**config.mk**
```make
export PLATFORM = sky130hd
export DESIGN_NAME = cpos_fifo
export DESIGN_NICKNAME = d
export VERILOG_FILES = /design/src/rtl/cpos_pkg.sv /design/src/rtl/cpos_fifo.sv
export SDC_FILE = /design/constraint.sdc
export NUM_CORES = 1
export LEC_CHECK = 0
export BUFFER_PORTS_ARGS = -buffer_cell sky130_fd_sc_hd__buf_2
export CELL_PAD_IN_SITES_DETAIL_PLACEMENT = 1
export CELL_PAD_IN_SITES_GLOBAL_PLACEMENT = 1
export CORE_UTILIZATION = 40
export DETAILED_ROUTE_END_ITERATION = 7
export GPL_ROUTABILITY_DRIVEN = 0
export PLACE_DENSITY = 0.75
export SYNTH_ARGS = -nofsm -noshare
export SYNTH_HDL_FRONTEND = slang
export SYNTH_SLANG_ARGS = --single-unit
```
**constraint.sdc**
```tcl
create_clock -name clk -period 5.05 [get_ports clk]
set_clock_uncertainty 0.15 [all_clocks]
set_input_delay 0.2525 -clock clk [delete_from_list [all_inputs] [get_ports clk]]
set_output_delay 0.2525 -clock clk [all_outputs]
set_load 0.02 [all_outputs]
```
**src/rtl/cpos_pkg.sv**
```systemverilog
package cpos_pkg;

  // result status codes
  typedef enum logic [1:0] {
    ST_INTERIOR = 2'd0,
    ST_START    = 2'd1,
    ST_END      = 2'd2,
    ST_DEGEN    = 2'd3
  } cpos_status_t;

  // depth of the queue between front and back
  localparam int unsigned QDEPTH = 4;

endpackage

```
**src/rtl/cpos_fifo.sv**
```systemverilog
module cpos_fifo import cpos_pkg::*; #(
  parameter int unsigned EW = 32
) (
  input  logic          clk,
  input  logic          rst_n,
  input  logic          push,
  input  logic [EW-1:0] push_data,
  output logic          full,
  input  logic          pop,
  output logic          not_empty,
  output logic [EW-1:0] pop_data
);

  localparam int unsigned AW = $clog2(QDEPTH);

  logic [EW-1:0] mem_r [QDEPTH];
  logic [AW-1:0] wr_ptr_r, rd_ptr_r;
  logic [AW:0]   cnt_r;
  logic          do_push, do_pop;

  assign full      = (cnt_r == (AW + 1)'(QDEPTH));
  assign not_empty = (cnt_r != '0);
  assign do_push   = push && !full;
  assign do_pop    = pop && not_empty;
  assign pop_data  = mem_r[rd_ptr_r];

  // pointers and fill count
  always_ff @(posedge clk) begin
    if (!rst_n) begin
      wr_ptr_r <= '0;
      rd_ptr_r <= '0;
      cnt_r    <= '0;
    end else begin
      if (do_push) wr_ptr_r <= wr_ptr_r + 1'b1;
      if (do_pop)  rd_ptr_r <= rd_ptr_r + 1'b1;
      if (do_push && !do_pop) begin
        cnt_r <= cnt_r + 1'b1;
      end else if (do_pop && !do_push) begin
        cnt_r <= cnt_r - 1'b1;
      end
    end
  end

  // entry storage
  always_ff @(posedge clk) begin
    if (do_push) mem_r[wr_ptr_r] <= push_data;
  end

`ifndef SYNTHESIS
  a_cnt_bound: assert property (@(posedge clk) disable iff (!rst_n)
    cnt_r <= (AW + 1)'(QDEPTH))
    else $error("queue count overflow");
  a_cnt_up: assert property (@(posedge clk) disable iff (!rst_n)
    do_push && !do_pop |=> cnt_r == $past(cnt_r) + 1'b1)
    else $error("queue count missed a push");
  a_ptr_gap: assert property (@(posedge clk) disable iff (!rst_n)
    cnt_r == '0 || cnt_r == (AW + 1)'(QDEPTH) |-> wr_ptr_r == rd_ptr_r)
    else $error("queue pointers out of step");
`endif

endmodule

```
# Yosys cells after proc, flatten, opt, wreduce, memory -nomap -nowiden
# Memory sizes are Yosys's and may differ from the RTL's. A register that Yosys moved wholly into a read port is not among the register bits.
# Index checks and enable logic that the tools add are counted.
# Widths: inputs -> output; s select.
[word_totals] reg_bits=7 ram_bits=128 word_cells=24 mem_count=1
[classes] addsub=4 eq_ne=1 n_mux=6 n_reduce_logical=9
[memory_table] name="mem_r" depth=4 word_bits=32 read_ports=1 rd_ports_with_merged_regs=1 wr=1 line_no="cpos_fifo.sv:16" source="logic [EW-1:0] mem_r [QDEPTH];"
[ops] op="$mux 3" n=2
[ops] op="$add 2x1->2 const B" n=2
[ops] op="$logic_and 1x1->1" n=4
[ops] op="$mux 2" n=2
[ops] op="$add 3x1->3 const B" n=1
[ops] op="$eq 3x3->1 const B" n=1
[ops] op="$logic_not 1->1" n=3
[ops] op="$reduce_bool 3->1" n=1
[ops] op="$sub 3x1->3 const B" n=1
[ops] op="$mux 1" n=2
[ops] op="$reduce_bool 2->1" n=1

# Depth between registers and ports, before layout
# Gate-level depths: netlist of the first run.
[depth] depth_word=7 mapped_depth=9

# Worst setup path after synthesis of the first run
# OpenSTA, ideal clock, no wires.
[synth_timing] kind="register -> register" startpoint="register cnt_r[0]" endpoint="register cnt_r[2]" arrival_time_ns=2.003 t_required_ns=4.824 slack_ns=2.821 path_stages_with_launch=10 path_buffers=1 synth_period_minus_slack_ns=2.229 path_cell_list="dfxtp_1 nor3b_2 nor2b_1 buf_6 ha_1 inv_1 fa_1 xor2_1 or3_1 a21boi_0"
[synth_between] elab_chain_len=6 elab_cells_between_ends=14 classes_between="2 x add/sub; 1 x eq/ne; 2 x mux; 9 x reduce/logical"
[synth_rtl] element="from (decl)" line_no="cpos_fifo.sv:18" source="logic [AW:0] cnt_r;"
[synth_rtl] element="from (signal assigned)" line_no="cpos_fifo.sv:37" source="cnt_r <= cnt_r + 1'b1;"
[synth_rtl] element="from (signal assigned)" line_no="cpos_fifo.sv:39" source="cnt_r <= cnt_r - 1'b1;"
[synth_rtl] element="$eq 3x3->1 (*)" line_no="cpos_fifo.sv:21" source="assign full = (cnt_r == (AW + 1)'(QDEPTH));"
[synth_rtl] element="net full" line_no="cpos_fifo.sv:8" source="output logic full,"
[synth_rtl] element="$logic_not 1->1 (*)" line_no="cpos_fifo.sv:23" source="assign do_push = push && !full;"
[synth_rtl] element="$logic_and 1x1->1 (*)" line_no="cpos_fifo.sv:23"
[synth_rtl] element="net do_push" line_no="cpos_fifo.sv:19" source="logic do_push, do_pop;"
[synth_rtl] element="$logic_not 1->1" line_no="cpos_fifo.sv:38" source="end else if (do_pop && !do_push) begin"
[synth_rtl] element="$logic_and 1x1->1" line_no="cpos_fifo.sv:38"
[synth_rtl] element="$reduce_bool 2->1 (no line)"
# The timed path passes the listed nets; every way through them passes the cells marked *. The select of a mux whose other input is x is not followed.
# A chain may end at the register's enable or synchronous reset.

==> metrics.log, run 1 <==
INFO  metric dp_hpwl = 5319 um
INFO  metric synth_cell_types = 23
INFO  metric critPathMaxFanout = 17
INFO  metric grt_max_degree = 33
INFO  metric boundaryPins = 70
INFO  metric route.detailed.drc = 2
INFO  metric setup_violations = 0
INFO  metric min_path_type = input port to register
INFO  metric portBuffers = 69
INFO  metric timing.slew.headroom = 37.77%
INFO  metric global_route_wire_length_before_repair = 14520 um
INFO  metric placement.cell_area = 0.005623 mm2
INFO  metric synth.area.top_cells = sky130_fd_sc_hd__edfxtp_1, sky130_fd_sc_hd__mux4_2, sky130_fd_sc_hd__dfxtp_1
INFO  metric powerDensity = 536.3 mW/mm2
INFO  metric core.rowCount = 41
INFO  metric num-nets-final = 369
INFO  metric layout-drive-gt1-share = 40.59%
INFO  metric layout_worst_path_cycle_share = 53.86%
INFO  metric worst_hold_margin = 24.54 ps
INFO  metric run_status = finished with violations
INFO  metric fin_tns_setup = 0 ps
INFO  metric timing.max_cap.violations = 0
INFO  metric syn_avg_cell_area = 23.95 um2
INFO  metric clk_transition_reported_paths = 50 ps
INFO  metric antenna_found_initial = 0
INFO  metric fraction_of_power_consumed_by_sequential_logic = 42.1%
INFO  metric critPathMaxStageDelay = 680 ps
INFO  metric htree_num_levels = 4
INFO  metric reg2reg_from = cnt_r[0]$_SDFFE_PN0P_
INFO  metric clock-sinks = 137
INFO  metric dr_total_vias = 2481
INFO  metric power.switching_fraction = 27.13%
INFO  metric dieHeight = 115.5 um
INFO  metric antenna_left = 0
INFO  metric report.final.slew_viol_count = 0
INFO  metric ys_seq_elements = 137
INFO  metric max-vdd-ir-drop = 0.0002137 V
INFO  metric detail_route.wl_per_cell = 17.97 um
INFO  metric layout_common_cells = sky130_fd_sc_hd__edfxtp_1, sky130_fd_sc_hd__buf_2, sky130_fd_sc_hd__dlygate4sd3_1
INFO  metric max_freq = 367.7 MHz
INFO  metric clkLatencyLatePin = 410 ps
INFO  metric cts_hold_repair.buffers = 32
INFO  metric yosys.area.top_type_share = 74.65%
INFO  metric track_usage = 15.51%
INFO  metric worst_pin_slew = 933.4 ps
INFO  metric internal_power = 0.002561 W
INFO  metric die_x = 115.5 um
INFO  metric synthCells = 215
INFO  metric ctsLongestPathBuffers = 2
INFO  metric finalCriticalPeriod = 2720 ps
INFO  metric start_util = 40.97%
INFO  metric timing.critical_path.to_type = primary output
INFO  metric stdcell_area = 0.006553 mm2
INFO  metric timing.setup.critical_path_class = register to primary output
INFO  metric r2r_setup_slack = 2470 ps
INFO  metric first_global_vias = 2766
INFO  metric drt-vias-per-instance = 4.846
INFO  metric holdPathStages = 2
INFO  metric cts_setup_buffers = 0
INFO  metric violations_in_the_final_reports = design-rule violations
INFO  metric post_cts.resized_instances = 0
INFO  metric overflow = 0
INFO  metric ff2ff_path_depth = 8
INFO  metric detail_route.first_pass.iterations = 6
INFO  metric min_to = cnt_r[1]$_SDFFE_PN0P_
INFO  metric final_hold_vio_count = 0
INFO  metric cts_tree = built
INFO  metric setup_repair_after_global_routing_missed_its_margin = false
INFO  metric detail_route.iter0.violations = 85
INFO  metric part_of_the_yosys_area_used_for_sequential_elements = 78.15%
INFO  metric tritoncts.num_buffers = 17
INFO  metric cp-start-kind = register
INFO  metric cpMaxStageDelayCell = sky130_fd_sc_hd__dfxtp_2
INFO  metric crit_required = 4650 ps
INFO  metric p_clk_share = 35.8%
INFO  metric p_total = 0.003514 W
INFO  metric cts.root.buffer_cell = sky130_fd_sc_hd__clkbuf_16
INFO  metric switching_power = 0.0009535 W
INFO  metric antennaDiodeCount = 0
INFO  metric design.core.area = 0.01257 mm2
INFO  metric p_leak = 2.265 nW
INFO  metric synth-warning-count = 0
INFO  metric critical_path.cell_chain = buf_4 > mux4_1 > buf_2
INFO  metric most_frequent_standard_cell_in_the_layout_excluding_fill_and_tap_cells = sky130_fd_sc_hd__edfxtp_1
INFO  metric layout-area-overhead-vs-synth = 27.27%
INFO  metric critical_path_arrival = 2320 ps
INFO  metric synth.cell_area = 0.005149 mm2
INFO  metric rr_endpoint = cnt_r[2]$_SDFFE_PN0P_
INFO  metric synth.net_count = 257
INFO  metric synth_largest_area_cell = sky130_fd_sc_hd__edfxtp_1
INFO  metric route.final.wire_length = 9200 um
INFO  metric comb_power_share = 22.1%
INFO  metric fp.dieArea = 0.01333 mm2
INFO  metric hold_startpoint = rst_n
==> through the flow <==
stage | utilization [%] | setup WS, ps | instances
2_1_floorplan | - | 2821 | 215
3_3_place_gp | 44.74 | 2614 | 448
3_5_place_dp | 44.74 | 2412 | 448
4_1_cts | 52.14 | 2211 | 512
5_1_grt | 52.14 | 2117 | 512
6_report | 52.14 | 2330 | 512
==> flip-flops by register name (all words and copies together) (netlist names), named ones only <==
register	cells
mem_r	128
cnt_r	3
rd_ptr_r	2
wr_ptr_r	2
==> worst max path at each step <==
stage	from	to	slack [ps]
after floorplan	cnt_r[0]$_SDFFE_PN0P_	cnt_r[2]$_SDFFE_PN0P_	2820
after global placement	cnt_r[0]$_SDFFE_PN0P_	cnt_r[2]$_SDFFE_PN0P_	2610
after detailed placement	cnt_r[0]$_SDFFE_PN0P_	cnt_r[2]$_SDFFE_PN0P_	2410
after CTS	register	pop_data[26]	2210
after global routing	register	pop_data[26]	2120
final	register	pop_data[26]	2330
==> routing by layer <==
metal	up-vias	part of all wire, %	track usage, %
li1	1119	-	-
met1	1288	41	17.60
met2	56	54	27.07
met3	18	3.6	4.184
met4	0	1.9	7.792
met5	-	0	0
==> final cells by class <==
class | count | area, um2
repair buffers | 102 | 673.1
fillers | 1138 | 6016
clock inverters | 14 | 180.2
flip-flops and latches | 137 | 4026
multi-input cells | 66 | 1017
well taps | 172 | 215.2
clock buffers | 18 | 429.2
inverters | 3 | 11.26
==> power groups by stage <==
stage | clock (W) | sequential, W | combinational, W
final | 0.00126 | 0.00148 | 0.000775
after global routing | 0.00132 | 0.00150 | 0.000837
after CTS | 0.00128 | 0.00149 | 0.000792
after detailed placement | 0 | 0.00151 | 0.000769
after global placement | 0 | 0.00150 | 0.000758
after floorplan | 0 | 0.00144 | 0.000634
==> logic make-up (layout without fill, tap and decap cells) <==
family	after synthesis	after routing	synth area share [%]
muxes	35	35	14.73
AOI/OAI and AO/OA	4	4	0.6561
adders and majority gates	6	6	1.604
and+or+nand+nor	17	17	1.993
xor gates and xnor gates	4	4	0.6806
buffers and inverters	12	137	2.187
DFF	137	137	78.15
==> worst max-delay path, delay by kind of cell, from the launching register on <==
family / cells / cell delay [ps]
buf+inv: 2 / 610
flops: 1 / 680
mux: 1 / 600
==> synthesized netlist by cell type, drive strengths merged <==
cell	number
edfxtp	128
o311ai	1
o31ai	1
nand2	4
nor2b	2
or3	2
dfxtp	9
xor2	1
o21ai	1
a21boi	1
mux2i	3
and2	8
xnor2	3
inv	3
ha	5
nor3b	1
mux4	32
clkbuf	1
buf	8
fa	1
Power figures use the tool's default switching activity.
==> inputs of run 2 (changes only) <==
--- a/config.mk
+++ b/config.mk
@@ -11,7 +11,7 @@
 export CORE_UTILIZATION = 40
 export DETAILED_ROUTE_END_ITERATION = 7
 export GPL_ROUTABILITY_DRIVEN = 0
-export PLACE_DENSITY = 0.75
+export PLACE_DENSITY = 0.77
 export SYNTH_ARGS = -nofsm -noshare
 export SYNTH_HDL_FRONTEND = slang
 export SYNTH_SLANG_ARGS = --single-unit
==> constraint.sdc (replaced) <==
create_clock -name clk -period 2.3 [get_ports clk]
set_clock_uncertainty 0.15 [all_clocks]
set_input_delay 0.115 -clock clk [delete_from_list [all_inputs] [get_ports clk]]
set_output_delay 0.115 -clock clk [all_outputs]
set_load 0.02 [all_outputs]
==> metrics.log, run 2 (synthesized netlist as in run 1, its figures left out) <==
INFO  metric min_path_type = input port to register
INFO  metric detail_route.wl_per_cell = 18.70 um
INFO  metric fraction_of_power_consumed_by_sequential_logic = 42.0%
INFO  metric core.rowCount = 41
INFO  metric timing.slew.headroom = 74.95%
INFO  metric setup_repair_after_global_routing_missed_its_margin = false
INFO  metric max_freq = 452.1 MHz
INFO  metric p_clk_share = 33.0%
INFO  metric finalCriticalPeriod = 2212 ps
INFO  metric setup_violations = 0
INFO  metric route.detailed.drc = 0
INFO  metric timing.critical_path.to_type = register
INFO  metric dieHeight = 115.5 um
INFO  metric most_frequent_standard_cell_in_the_layout_excluding_fill_and_tap_cells = sky130_fd_sc_hd__edfxtp_1
INFO  metric antenna_left = 0
INFO  metric track_usage = 16.26%
INFO  metric max-vdd-ir-drop = 0.0004253 V
INFO  metric nFillCells = 1139
INFO  metric detail_route.first_pass.iterations = 6
INFO  metric power.switching_fraction = 28.74%
INFO  metric comb_power_share = 25.0%
INFO  metric overflow = 0
INFO  metric htree_num_levels = 4
INFO  metric drt-vias-per-instance = 4.796
INFO  metric start_util = 40.97%
INFO  metric cts.root.buffer_cell = sky130_fd_sc_hd__clkbuf_16
INFO  metric finalWorstSetupSlack = 88.03 ps
INFO  metric placement.cell_area = 0.005741 mm2
INFO  metric fin_tns_setup = 0 ps
INFO  metric antenna_found_initial = 0
INFO  metric max_flop_register = mem_r
INFO  metric detail_route.iter0.violations = 115
INFO  metric report.final.slew_viol_count = 0
INFO  metric first_global_vias = 2741
INFO  metric grt_max_degree = 33
INFO  metric ctsLongestPathBuffers = 2
INFO  metric powerDensity = 1138 mW/mm2
INFO  metric cts_tree = built
INFO  metric tritoncts.num_buffers = 17
INFO  metric internal_power = 0.005401 W
INFO  metric layout-drive-gt1-share = 42.90%
INFO  metric num-nets-final = 381
INFO  metric dr_total_vias = 2513
INFO  metric design.core.area = 0.01257 mm2
INFO  metric boundaryPins = 70
INFO  metric timing.max_cap.violations = 0
INFO  metric portBuffers = 69
INFO  metric global_route_wire_length_before_repair = 15040 um
INFO  metric antennaDiodeCount = 0
INFO  metric run_status = complete, no violations
INFO  metric layout_worst_path_cycle_share = 96.17%
INFO  metric p_leak = 2.305 nW
INFO  metric layout-area-overhead-vs-synth = 29.31%
INFO  metric critPathMaxFanout = 6
INFO  metric route.final.wire_length = 9797 um
INFO  metric flip_flop_count_of_the_largest_register_all_copies_and_words_added = 128
INFO  metric timing.setup.critical_path_class = register to register
INFO  metric cp-start-kind = register
INFO  metric crit_required = 2480 ps
INFO  metric detailedPlace.worstSlack = 15.75 ps
INFO  metric clk_transition_reported_paths = 60 ps
INFO  metric worst_hold_margin = 164.8 ps
INFO  metric final_hold_vio_count = 0
INFO  metric worst_pin_slew = 375.7 ps
INFO  metric switching_power = 0.002178 W
INFO  metric fp.dieArea = 0.01333 mm2
INFO  metric layout_common_cells = sky130_fd_sc_hd__edfxtp_1, sky130_fd_sc_hd__buf_2, sky130_fd_sc_hd__dlygate4sd3_1
INFO  metric stdcell_area = 0.006658 mm2
INFO  metric dp_hpwl = 6032 um
INFO  metric critical_path_arrival = 2390 ps
INFO  metric clkLatencyLatePin = 410 ps
INFO  metric clock-sinks = 137
INFO  metric top_regs = mem_r x128, cnt_r x3
INFO  metric die_x = 115.5 um
==> run 2: power by group through the flow <==
stage	Clock [W]	Sequential (W)	Combinational [W]
after detailed placement	0	0.00323	0.00186
after global routing	0.00265	0.00321	0.00204
after floorplan	0	0.00316	0.00139
after CTS	0.00255	0.00319	0.00193
final	0.00250	0.00318	0.00190
after global placement	0	0.00320	0.00184
==> run 2: area by class of cell <==
| cell class | instances | area, um2 | area share (%) |
|---|---|---|---|
| Clock inverter | 14 | 125.1 | 1.879 |
| Clock buffer | 18 | 429.2 | 6.446 |
| Inverter | 3 | 11.26 | 0.1691 |
| Multi-Input combinational cell | 66 | 1028 | 15.45 |
| Tap cell | 172 | 215.2 | 3.232 |
| Sequential cell | 137 | 4030 | 60.53 |
| Timing Repair Buffer | 114 | 818.3 | 12.29 |
==> run 2: path summary, 6_finish.rpt <==
check / startpoint / depth (start not counted) / to / slack (ps)
min: push / 5 / wr_ptr_r[1]$_SDFFE_PN0P_ / 160
min reg2reg: wr_ptr_r[0]$_SDFFE_PN0P_ / 2 / wr_ptr_r[0]$_SDFFE_PN0P_ / 350
max: cnt_r[2]$_SDFFE_PN0P_ / 8 / cnt_r[2]$_SDFFE_PN0P_ / 90
max reg2reg: cnt_r[2]$_SDFFE_PN0P_ / 8 / cnt_r[2]$_SDFFE_PN0P_ / 90
==> run 2: per-layer routing <==
metal	vias up	track usage, %	share of wire [%]
met2	60	27.70	53
met5	-	0	0
li1	1144	-	-
met4	0	7.013	1.2
met3	9	5.126	4.5
met1	1300	19.03	41
==> run 2: per-stage QoR <==
step | util, % | instances | power [W]
after floorplan | - | 215 | 0.004551
after global placement | 45.67 | 457 | 0.005038
after detailed placement | 45.67 | 457 | 0.005091
after CTS | 52.88 | 523 | 0.007662
after global routing | 52.97 | 524 | 0.007911
final | 52.97 | 524 | 0.007580
==> run 2: worst max-delay path: stages, from the launching register on <==
cell and delay, ps:
sky130_fd_sc_hd__dfxtp_2 350, sky130_fd_sc_hd__nor3b_2 160, sky130_fd_sc_hd__nor2b_1 170, sky130_fd_sc_hd__ha_2 230, sky130_fd_sc_hd__inv_1 60, sky130_fd_sc_hd__fa_1 370
sky130_fd_sc_hd__xor2_1 160, sky130_fd_sc_hd__or3_1 320, sky130_fd_sc_hd__a21boi_1 160
==> run 2: repair_timing <==
action / 4_1_cts / 5_1_grt
pin swaps: 0 / 0
endpoints found under the setup margin: 1 / 1
hold endpoints to repair: 137 / 0
gates resized for setup: 3 / 3
hold buffers: 34 / 0
buffers inserted: 0 / 1
==> inputs of run 3 (changes only) <==
--- a/config.mk
+++ b/config.mk
@@ -11,6 +11,7 @@
 export CORE_UTILIZATION = 40
 export DETAILED_ROUTE_END_ITERATION = 7
 export GPL_ROUTABILITY_DRIVEN = 0
+export MAX_ROUTING_LAYER = met4
 export PLACE_DENSITY = 0.77
 export SYNTH_ARGS = -nofsm -noshare
 export SYNTH_HDL_FRONTEND = slang
==> metrics.log, run 3 (synthesized netlist as in run 1, its figures left out) <==
INFO  metric run_status = complete, no violations
INFO  metric comb_power_share = 25.0%
INFO  metric grt_use_met3 = 4.916%
INFO  metric route.final.wire_length = 9794 um
INFO  metric min_path_type = input port to register
INFO  metric boundaryPins = 70
INFO  metric drt-vias-per-instance = 4.781
INFO  metric switching_power = 0.002183 W
INFO  metric flip_flop_count_of_the_largest_register_all_copies_and_words_added = 128
INFO  metric critPathMaxFanout = 6
INFO  metric layout_common_cells = sky130_fd_sc_hd__edfxtp_1, sky130_fd_sc_hd__buf_2, sky130_fd_sc_hd__dlygate4sd3_1
INFO  metric final-instance-count-excl-fill = 524
INFO  metric global_route_wire_length_before_repair = 15010 um
INFO  metric timing.critical_path.to_type = register
INFO  metric max-vdd-ir-drop = 0.0004253 V
INFO  metric setup_violations = 0
INFO  metric crit_required = 2480 ps
INFO  metric core.rowCount = 41
INFO  metric dpl.cell_count = 457
INFO  metric final_hold_vio_count = 0
INFO  metric most_frequent_standard_cell_in_the_layout_excluding_fill_and_tap_cells = sky130_fd_sc_hd__edfxtp_1
INFO  metric antenna_found_initial = 0
INFO  metric htree_num_levels = 4
INFO  metric placement.cell_area = 0.005741 mm2
INFO  metric cts.root.buffer_cell = sky130_fd_sc_hd__clkbuf_16
INFO  metric p_clk_share = 33.0%
INFO  metric start_util = 40.97%
INFO  metric timing.setup.critical_path_class = register to register
INFO  metric multi_input_comb_area = 0.001028 mm2
INFO  metric power.switching_fraction = 28.79%
INFO  metric antenna_left = 0
INFO  metric ctsLongestPathBuffers = 2
INFO  metric m2_gr_usage = 27.82%
INFO  metric critPathMaxStageDelay = 370 ps
INFO  metric fin_tns_setup = 0 ps
INFO  metric num-nets-final = 381
INFO  metric antennaDiodeCount = 0
INFO  metric route.detailed.drc = 0
INFO  metric finalCriticalPeriod = 2212 ps
INFO  metric portBuffers = 69
INFO  metric p_leak = 2.305 nW
INFO  metric powerDensity = 1139 mW/mm2
INFO  metric overflow = 0
INFO  metric fp.dieArea = 0.01333 mm2
INFO  metric grt_max_degree = 33
INFO  metric timing.max_cap.violations = 0
INFO  metric layout-drive-gt1-share = 42.90%
INFO  metric cp_top_family = simple AND/OR/NAND/NOR gates
INFO  metric track_usage = 16.74%
INFO  metric critical_path.cell_chain = nor3b_2 > nor2b_1 > ha_2 > inv_1 > fa_1 > xor2_1 > or3_1 > a21boi_1
INFO  metric internal_power = 0.005401 W
INFO  metric cpMaxStageDelayCell = sky130_fd_sc_hd__fa_1
INFO  metric critical_path_arrival = 2400 ps
INFO  metric detail_route.first_pass.iterations = 6
INFO  metric fraction_of_power_consumed_by_sequential_logic = 42.0%
INFO  metric first_global_vias = 2739
INFO  metric design.core.area = 0.01257 mm2
INFO  metric r2r_setup_slack = 90 ps
INFO  metric clock-sinks = 137
INFO  metric dr_total_vias = 2505
INFO  metric report.final.slew_viol_count = 0
INFO  metric die_x = 115.5 um
INFO  metric grt_busiest_layer = met2
INFO  metric cp-start-kind = register
INFO  metric max_flop_register = mem_r
INFO  metric setup_repair_after_global_routing_missed_its_margin = false
INFO  metric tritoncts.num_buffers = 17
INFO  metric top_regs = mem_r x128, cnt_r x3
INFO  metric dp_hpwl = 6032 um
INFO  metric groute.layer.met1.usage = 19.03%
INFO  metric timing.slew.headroom = 74.69%
INFO  metric p_total = 0.007585 W
INFO  metric clk_transition_reported_paths = 60 ps
INFO  metric cts_tree = built
INFO  metric detail_route.wl_per_cell = 18.69 um
INFO  metric worst_pin_slew = 379.6 ps
INFO  metric seq_area = 0.004030 mm2
INFO  metric critical_path_buf_inv_count = 1
INFO  metric nFillCells = 1139
INFO  metric detail_route.iter0.violations = 114
INFO  metric layout-area-overhead-vs-synth = 29.31%
INFO  metric max_freq = 452.1 MHz
INFO  metric dieHeight = 115.5 um
INFO  metric stdcell_area = 0.006658 mm2
INFO  metric clkLatencyLatePin = 420 ps
INFO  metric layout_worst_path_cycle_share = 96.17%
-- run 3: cell counts in the layout (fill, tap and decap cells not counted) --
No cell type changed its count.
-- run 3: power groups by stage --
stage | clock network [W] | registers [W] | logic, W
finish | 0.00250 | 0.00318 | 0.00190
global route | 0.00265 | 0.00321 | 0.00204
CTS | 0.00255 | 0.00319 | 0.00193
detailed placement | 0 | 0.00323 | 0.00186
global placement | 0 | 0.00320 | 0.00184
floorplan | 0 | 0.00316 | 0.00139
-- run 3: metrics by stage --
stage	worst slack (ps)	util (%)	hold slack [ps]
final	88.10	52.97	161.0
after global routing	8.495	52.97	183.1
after CTS	28.38	52.88	81.77
after detailed placement	15.75	45.67	182.2
after global placement	163.2	45.67	176.6
after floorplan	71.14	-	63.87
-- run 3: final timing paths --
path                                    to                startpoint  cells past startpoint
setup / recovery     cnt_r[2]$_SDFFE_PN0P_     cnt_r[2]$_SDFFE_PN0P_                      8
hold / removal    wr_ptr_r[1]$_SDFFE_PN0P_                      push                      5
setup reg to reg     cnt_r[2]$_SDFFE_PN0P_     cnt_r[2]$_SDFFE_PN0P_                      8
hold reg to reg   wr_ptr_r[0]$_SDFFE_PN0P_  wr_ptr_r[0]$_SDFFE_PN0P_                      2
-- run 3: per-layer routing --
layer	wire [um]	vias to the layer above
li1	-	1141
met1	4074	1298
met2	5239	57
met3	369	9
met4	110	0
met5	0	-
-- run 3: worst reg2reg max path: stages (launching register included) --
cell and delay, ps:
sky130_fd_sc_hd__dfxtp_2 350, sky130_fd_sc_hd__nor3b_2 160, sky130_fd_sc_hd__nor2b_1 170, sky130_fd_sc_hd__ha_2 230, sky130_fd_sc_hd__inv_1 60, sky130_fd_sc_hd__fa_1 370
sky130_fd_sc_hd__xor2_1 160, sky130_fd_sc_hd__or3_1 320, sky130_fd_sc_hd__a21boi_1 160
-- run 3: final cells by class --
class                           count  area share (%)
Clock buffer                       18           6.446
Multi-Input combinational cell     66           15.45
Inverter                            3          0.1691
Clock inverter                     14           1.879
Timing Repair Buffer              114           12.29
Tap cell                          172           3.232
Sequential cell                   137           60.53
-- run 3: repair_timing --
action | 4_1_cts | 5_1_grt
buffers inserted | 0 | 1
hold buffers | 34 | 0
setup endpoints to repair | 1 | 1
hold endpoints to repair | 137 | 0
resized for setup | 3 | 3
